## config.mk

```make
export PLATFORM = sky130hd
export DESIGN_NAME = bbpl_locate
export DESIGN_NICKNAME = d
export VERILOG_FILES = /design/src/rtl/bbpl_pkg.sv /design/src/rtl/bbpl_locate.sv
export SDC_FILE = /design/constraint.sdc
export NUM_CORES = 2
export LEC_CHECK = 0
export ABC_AREA = 1
export BUFFER_PORTS_ARGS = -buffer_cell sky130_fd_sc_hd__buf_2
export CAP_MARGIN = 10
export CELL_PAD_IN_SITES_DETAIL_PLACEMENT = 1
export CELL_PAD_IN_SITES_GLOBAL_PLACEMENT = 1
export CORE_ASPECT_RATIO = 1.5
export CORE_MARGIN = 4
export CORE_UTILIZATION = 50
export CTS_CLUSTER_DIAMETER = 80
export DETAILED_ROUTE_END_ITERATION = 12
export PLACE_DENSITY_LB_ADDON = 0.1
export SYNTH_ARGS = -nofsm -noshare
export SYNTH_HDL_FRONTEND = slang
export SYNTH_SLANG_ARGS = --single-unit
```

## constraint.sdc

```tcl
create_clock -name clk -period 7.5 [get_ports clk]
set_input_delay 0.375 -clock clk [delete_from_list [all_inputs] [get_ports clk]]
set_output_delay 0.375 -clock clk [all_outputs]
set_load 0.02 [all_outputs]
```

## src/rtl/bbpl_pkg.sv

```systemverilog
package bbpl_pkg;

  // Width of the linear chunk index
  localparam int IDX_W = 32;
  // Default width of grid sizes, counts and origins
  localparam int GRID_BITS_DEF = 16;
  // Configuration register index width
  localparam int CFG_IDX_W = 3;

  // Configuration register map
  typedef enum logic [CFG_IDX_W-1:0] {
    REG_GRID_ROWS  = 3'd0,
    REG_GRID_COLS  = 3'd1,
    REG_ROW_CHUNKS = 3'd2,
    REG_COL_CHUNKS = 3'd3,
    REG_ROW_ORIGIN = 3'd4,
    REG_COL_ORIGIN = 3'd5
  } cfg_reg_t;

endpackage

```

## src/rtl/bbpl_locate.sv

```systemverilog
// Extent and origin-adjusted offset of chunk k along one dimension.
// Three register stages: compare/select, multiply, saturating sums.
module bbpl_locate #(
  parameter int GRID_BITS = bbpl_pkg::GRID_BITS_DEF,
  parameter int IDX_W     = bbpl_pkg::IDX_W
) (
  input  logic                 clk,
  input  logic                 en,
  input  logic [IDX_W-1:0]     k,
  input  logic [GRID_BITS-1:0] base,
  input  logic [GRID_BITS-1:0] split,
  input  logic [GRID_BITS-1:0] origin,
  output logic [GRID_BITS-1:0] ext,
  output logic [GRID_BITS:0]   ofs
);
  localparam int G = GRID_BITS;
  localparam logic [G:0] OFS_MAX = '1;
  localparam logic [G-1:0] EXT_MAX = '1;

  // stage A
  logic             a_lt;
  logic [IDX_W-1:0] a_sel;
  logic [IDX_W-1:0] a_d;
  logic [G-1:0]     a_base;
  logic [G:0]       a_b1;
  // stage B
  logic               b_lt;
  logic [G-1:0]       b_base;
  logic [G:0]         b_b1;
  logic [G+IDX_W-1:0] b_p1;
  logic [G+IDX_W:0]   b_p2;
  // stage C combinational
  logic [G:0]   c1, c2, s1;
  logic [G+1:0] sum, tot;

  logic [IDX_W-1:0] split_x;
  assign split_x = IDX_W'(split);

  // Stage A: which side of the split, and the multiplicands
  always_ff @(posedge clk) begin
    if (en) begin
      a_lt   <= k < split_x;
      a_sel  <= (k < split_x) ? k : split_x;
      a_d    <= k - split_x;
      a_base <= base;
      a_b1   <= {1'b0, base} + (G+1)'(1);
    end
  end

  // Stage B: products; second term only past the split
  always_ff @(posedge clk) begin
    if (en) begin
      b_lt   <= a_lt;
      b_base <= a_base;
      b_b1   <= a_b1;
      b_p1   <= (G+IDX_W)'(a_base) * (G+IDX_W)'(a_sel);
      b_p2   <= a_lt ? '0 : (G+IDX_W+1)'(a_b1) * (G+IDX_W+1)'(a_d);
    end
  end

  // Stage C: clamp each term, add, add origin, clamp again
  always_comb begin
    c1  = (|b_p1[G+IDX_W-1:G+1]) ? OFS_MAX : b_p1[G:0];
    c2  = (|b_p2[G+IDX_W:G+1]) ? OFS_MAX : b_p2[G:0];
    sum = {1'b0, c1} + {1'b0, c2};
    s1  = sum[G+1] ? OFS_MAX : sum[G:0];
    tot = {1'b0, s1} + (G+2)'(origin);
  end

  always_ff @(posedge clk) begin
    if (en) begin
      ext <= b_lt ? b_base : (b_b1[G] ? EXT_MAX : b_b1[G-1:0]);
      ofs <= tot[G+1] ? OFS_MAX : tot[G:0];
    end
  end

endmodule

```

Yosys cells after proc, flatten, opt, wreduce, memory -nomap -nowiden
Index checks and enable logic that the tools add are counted.

word-level totals
  bits in registers = 262
  input port bits = 82
  output and inout port bits = 33
  logic and storage cells = 28

cells by class
  add/sub/neg operators = 4
  multipliers = 2
  magnitude comparators = 1
  mux-type cells = 6
  reductions and logical operators = 2

operators by type and width
  cell                                                              number
  17-bit two-way mux                                                3
  17-bit by 32-bit multiplier with 49-bit output                    1
  16-bit by 32-bit multiplier with 48-bit output                    1
  16-bit two-way mux                                                3
  32-bit by 16-bit less-than comparator with 1-bit output           1
  32-bit OR reduction                                               1
  32-bit by 16-bit subtractor with 32-bit output                    1
  31-bit OR reduction                                               1
  17-bit by 16-bit adder with 18-bit output                         1
  17-bit by 17-bit adder with 18-bit output                         1
  16-bit by 1-bit adder with 17-bit output (second input constant)  1

Logic depth before layout (Yosys ltp)
  depth after elaboration = 5
  mapped depth = 30
  mapped depth without buffers = 28

Least setup slack after synthesis
Ideal clock, no wire load.

  path type = register to register
  from = register a_d[10]
  to = register b_p2[36] (data pin)
  setup time = 0.255 ns
  data arrival time = 5.259 ns
  data required time = 7.245 ns
  setup slack = 1.986 ns
  cell stages (with the launch flop) = 23
  buffers on the path = 2
  clock period less this slack = 5.514 ns
  path through = edfxtp_1 > clkbuf_1 > clkbuf_1 > nand2_1 > fa_1 > fa_1 > fa_1 > fa_1 > inv_1 > fa_1 > inv_1 > fa_1 > inv_1 > ha_1 > nand2_1 > nor2_1 > nand2_1 > nor2_1 > nand2_1 > nand3_1 > nand2_1 > a21oi_1 > nor2_1

on the way
  longest elaborated chain between the ends = 1

RTL lines
  element                                         RTL line           text
  start: declaration                              bbpl_locate.sv:23  logic [IDX_W-1:0] a_d;
  start signal: assignment                        bbpl_locate.sv:44  a_d <= k - split_x;
  17-bit by 32-bit multiplier with 49-bit output  bbpl_locate.sv:57  b_p2 <= a_lt ? '0 : (G+IDX_W+1)'(a_b1) * (G+IDX_W+1)'(a_d);
  end signal: assignment                          bbpl_locate.sv:57
  end: declaration                                bbpl_locate.sv:31  logic [G+IDX_W:0] b_p2;

Every way passes these cells.
A chain may end at the register's enable or synchronous reset.

Worst setup path in the final report
  from = register a_b1[12]
  to = register b_p2[32] (data pin)

on the way
  longest elaborated chain between the ends = 1

RTL lines
  element                                         RTL line           text
  start: declaration                              bbpl_locate.sv:25  logic [G:0] a_b1;
  start signal: assignment                        bbpl_locate.sv:46  a_b1 <= {1'b0, base} + (G+1)'(1);
  17-bit by 32-bit multiplier with 49-bit output  bbpl_locate.sv:57

Every way passes these cells.

==> impl_metrics.tcl <==
set metrics [dict create \
    outcome "finished, final reports clean" \
    synth_cell_type_count 45 \
    fin_skew_ns 0.0158 \
    yosys_warnings 0 \
    cp-start-kind "flop" \
    ant_nets 0 \
    cpPeakStageDelay_ns 1.22 \
    start_util 0.503 \
    syn-cell-area_um2 48900 \
    nets 7587 \
    grt_pass1_wl_um 271000 \
    period_minus_slack_ns 6.89 \
    synthCells 6320 \
    synth_top_cell_area_share 0.356 \
    ys_seq_area_frac 0.161 \
    clk_pin_slew_ns 0.07 \
    setup_viol 0 \
    rsz0062_at_grt "false" \
    place.gp.congestion 0.975 \
    core_um2 97200 \
    die_area_um2 103000 \
    layout-drive-gt1-share 0.0564 \
    tritoncts "built" \
    vias 40900 \
    via_per_inst 5.34 \
    cts-root-buf "clkbuf_16" \
    cts_setup_buffers 0 \
    drv_cap 0 \
    ctsResizeCount 0 \
    hold_violations 0 \
    drt-pass1-iter-count 5 \
    numCtsBuffers 36 \
    final_area_um2 52400 \
    ctsHoldBuffers 3 \
    synth_top_area_cell "fa_1" \
    routedWlPerCell_um 23.0 \
    fill_cells 12246 \
    ios 115 \
    crit_required_ns 7.89 \
    timing.rr.start "a_b1[12]" \
    placed_area_um2 51100 \
    period_share 0.919 \
    min_path_type "in2reg" \
    final.setup.tns_ns 0 \
    port_buffers 114 \
    grt_usage 0.350 \
    syn_to_final_growth_pct 7.02 \
    drv_slew 0 \
    antenna_found_initial 9 \
    path_max_fanout 18 \
    grt-ovfl-total 0 \
    hpwlAfterDp_um 147000 \
    hold_start "base[13]" \
    worstSkewPairLatency_ns 0.60 \
    clock-sinks 262 \
    grt_max_degree 128 \
    cp-end-kind "flop" \
    critical_path_arrival_ns 7.28 \
    first_global_vias 47598 \
    fmax_mhz 145 \
    crit_chain "buf_4, nand2_1, fa_1, inv_1, fa_1, fa_1, fa_1, fa_1, inv_1, fa_1, inv_1, ha_1, nand2_1, nor2_1, inv_1, nor2_1, nand2_1, nand2_1, inv_1, nand3_1, nand2_1, nor2_1" \
    fin_cells 7654 \
    synthTopCellsByArea "fa_1, edfxtp_1, nand2_1" \
    drc 0 \
    die_y_um 391 \
    worst_pin_slew_ns 1.30 \
    synth_seq_cells 262 \
    cts.htree.levels 2 \
    cpMaxStageDelayCell "edfxtp_1" \
    drt_iter0_drc 1865 \
    worstSetupPathType "reg2reg" \
    rows 140 \
    dp.cells 7579 \
    synth.avg_cell_area_um2 7.74 \
    cts_buffer_depth 3 \
    wl_um 176000 \
    startpoint "a_b1[12]" \
    whs_ns 0.0355 \
    cp_common_cell "fa_1" \
    die_x_um 263 \
    maxSlewHeadroom 0.132 \
]
[cell usage in the layout (no fill, tap or decap), types with 8 or more instances in the layout]
master | Yosys | routed
a21o_1 | 8 | 8
a21oi_1 | 161 | 161
and2_1 | 13 | 13
buf_2 | 3 | 113
buf_4 | 1 | 93
clkbuf_16 | 0 | 37
conb_1 | 1 | 16
edfxtp_1 | 262 | 262
fa_1 | 870 | 870
ha_1 | 293 | 293
inv_1 | 1782 | 1782
nand2_1 | 1892 | 1892
nand2_2 | 12 | 12
nand3_1 | 151 | 151
nand4_1 | 58 | 58
nor2_1 | 255 | 255
nor3_1 | 22 | 22
nor4_1 | 17 | 17
o21ai_0 | 84 | 84
o21bai_1 | 17 | 17
or2_2 | 44 | 44
xnor2_1 | 19 | 19
xor2_1 | 56 | 56
[synth_stat cells (all sizes together)]
cell	number
a211oi	1
a21boi	5
a21o	8
a21oi	162
a31oi	3
and2	13
and3	2
buf	7
clkbuf	241
conb	1
edfxtp	262
fa	870
ha	293
inv	1789
nand2	1905
nand3	156
nand3b	7
nand4	58
nor2	263
nor3	24
nor3b	3
nor4	18
o21a	4
o21ai	88
o21bai	17
or2	45
xnor2	19
xor2	56
[path summary, 6_finish.rpt]
path	to	slack, ns	cells after the start
max reg2reg	b_p2[32]	0.61	22
max	b_p2[32]	0.61	22
min	a_base[13]	0.04	1
min reg2reg	ext[2]	0.54	2
[layer usage]
metal / up-vias / GRT usage / wire length, um
li1: 18275 / - / -
met1: 20585 / 0.332 / 56100
met2: 1247 / 0.657 / 93800
met3: 789 / 0.0443 / 6900
met4: 4 / 0.303 / 19500
met5: - / 0 / 30
[stage by stage]
step | worst slack [ns] | util
2_1_floorplan | 1.99 | -
3_3_place_gp | 0.783 | 0.525
3_5_place_dp | 0.702 | 0.525
4_1_cts | 0.657 | 0.539
5_1_grt | 0.360 | 0.539
6_report | 0.606 | 0.539
[state kept, by name, summed over array words and instances, names as in the netlist]
register	count
b_b1	17
b_p2	49
a_base	16
b_p1	48
a_d	32
a_lt	1
ofs	17
b_lt	1
b_base	16
a_sel	32
a_b1	17
ext	16
[cells by family (layout without fill, tap and decap cells)]
family                   after synthesis  in the layout  synth area share
other                                  1             23         0.0000766
buffers and inverters               2037           2071             0.157
AO/OA/AOI/OAI                        288            288            0.0321
flip-flops                           262            262             0.161
AND/OR/NAND/NOR                     2494           2494             0.206
XOR/XNOR                              75             75            0.0134
adder cells (fa/ha/maj)             1163           1163             0.431
[critical path, delay by kind of cell, from the launching register on]
family | cells | cell delay, ns
adders and majority gates | 7 | 3.45
buffers and inverters | 6 | 0.69
DFF | 1 | 1.22
and+or+nand+nor | 9 | 1.32
[final cells by class]
| class | count | area [um2] | share of cell area |
|---|---|---|---|
| clock buffers | 42 | 945 | 0.0180 |
| inverters | 1789 | 6720 | 0.128 |
| well taps | 1278 | 1600 | 0.0305 |
| repair buffers | 217 | 1450 | 0.0277 |
| flip-flops and latches | 262 | 7870 | 0.150 |
| clock inverters | 23 | 330 | 0.00631 |
| multi-input cells | 4036 | 33500 | 0.639 |
| diodes | 7 | 17.5 | 0.000334 |
Power is left out: the tool's default activity adds up to more than one toggle a clock period on the data nets, which glitch-free logic cannot reach.
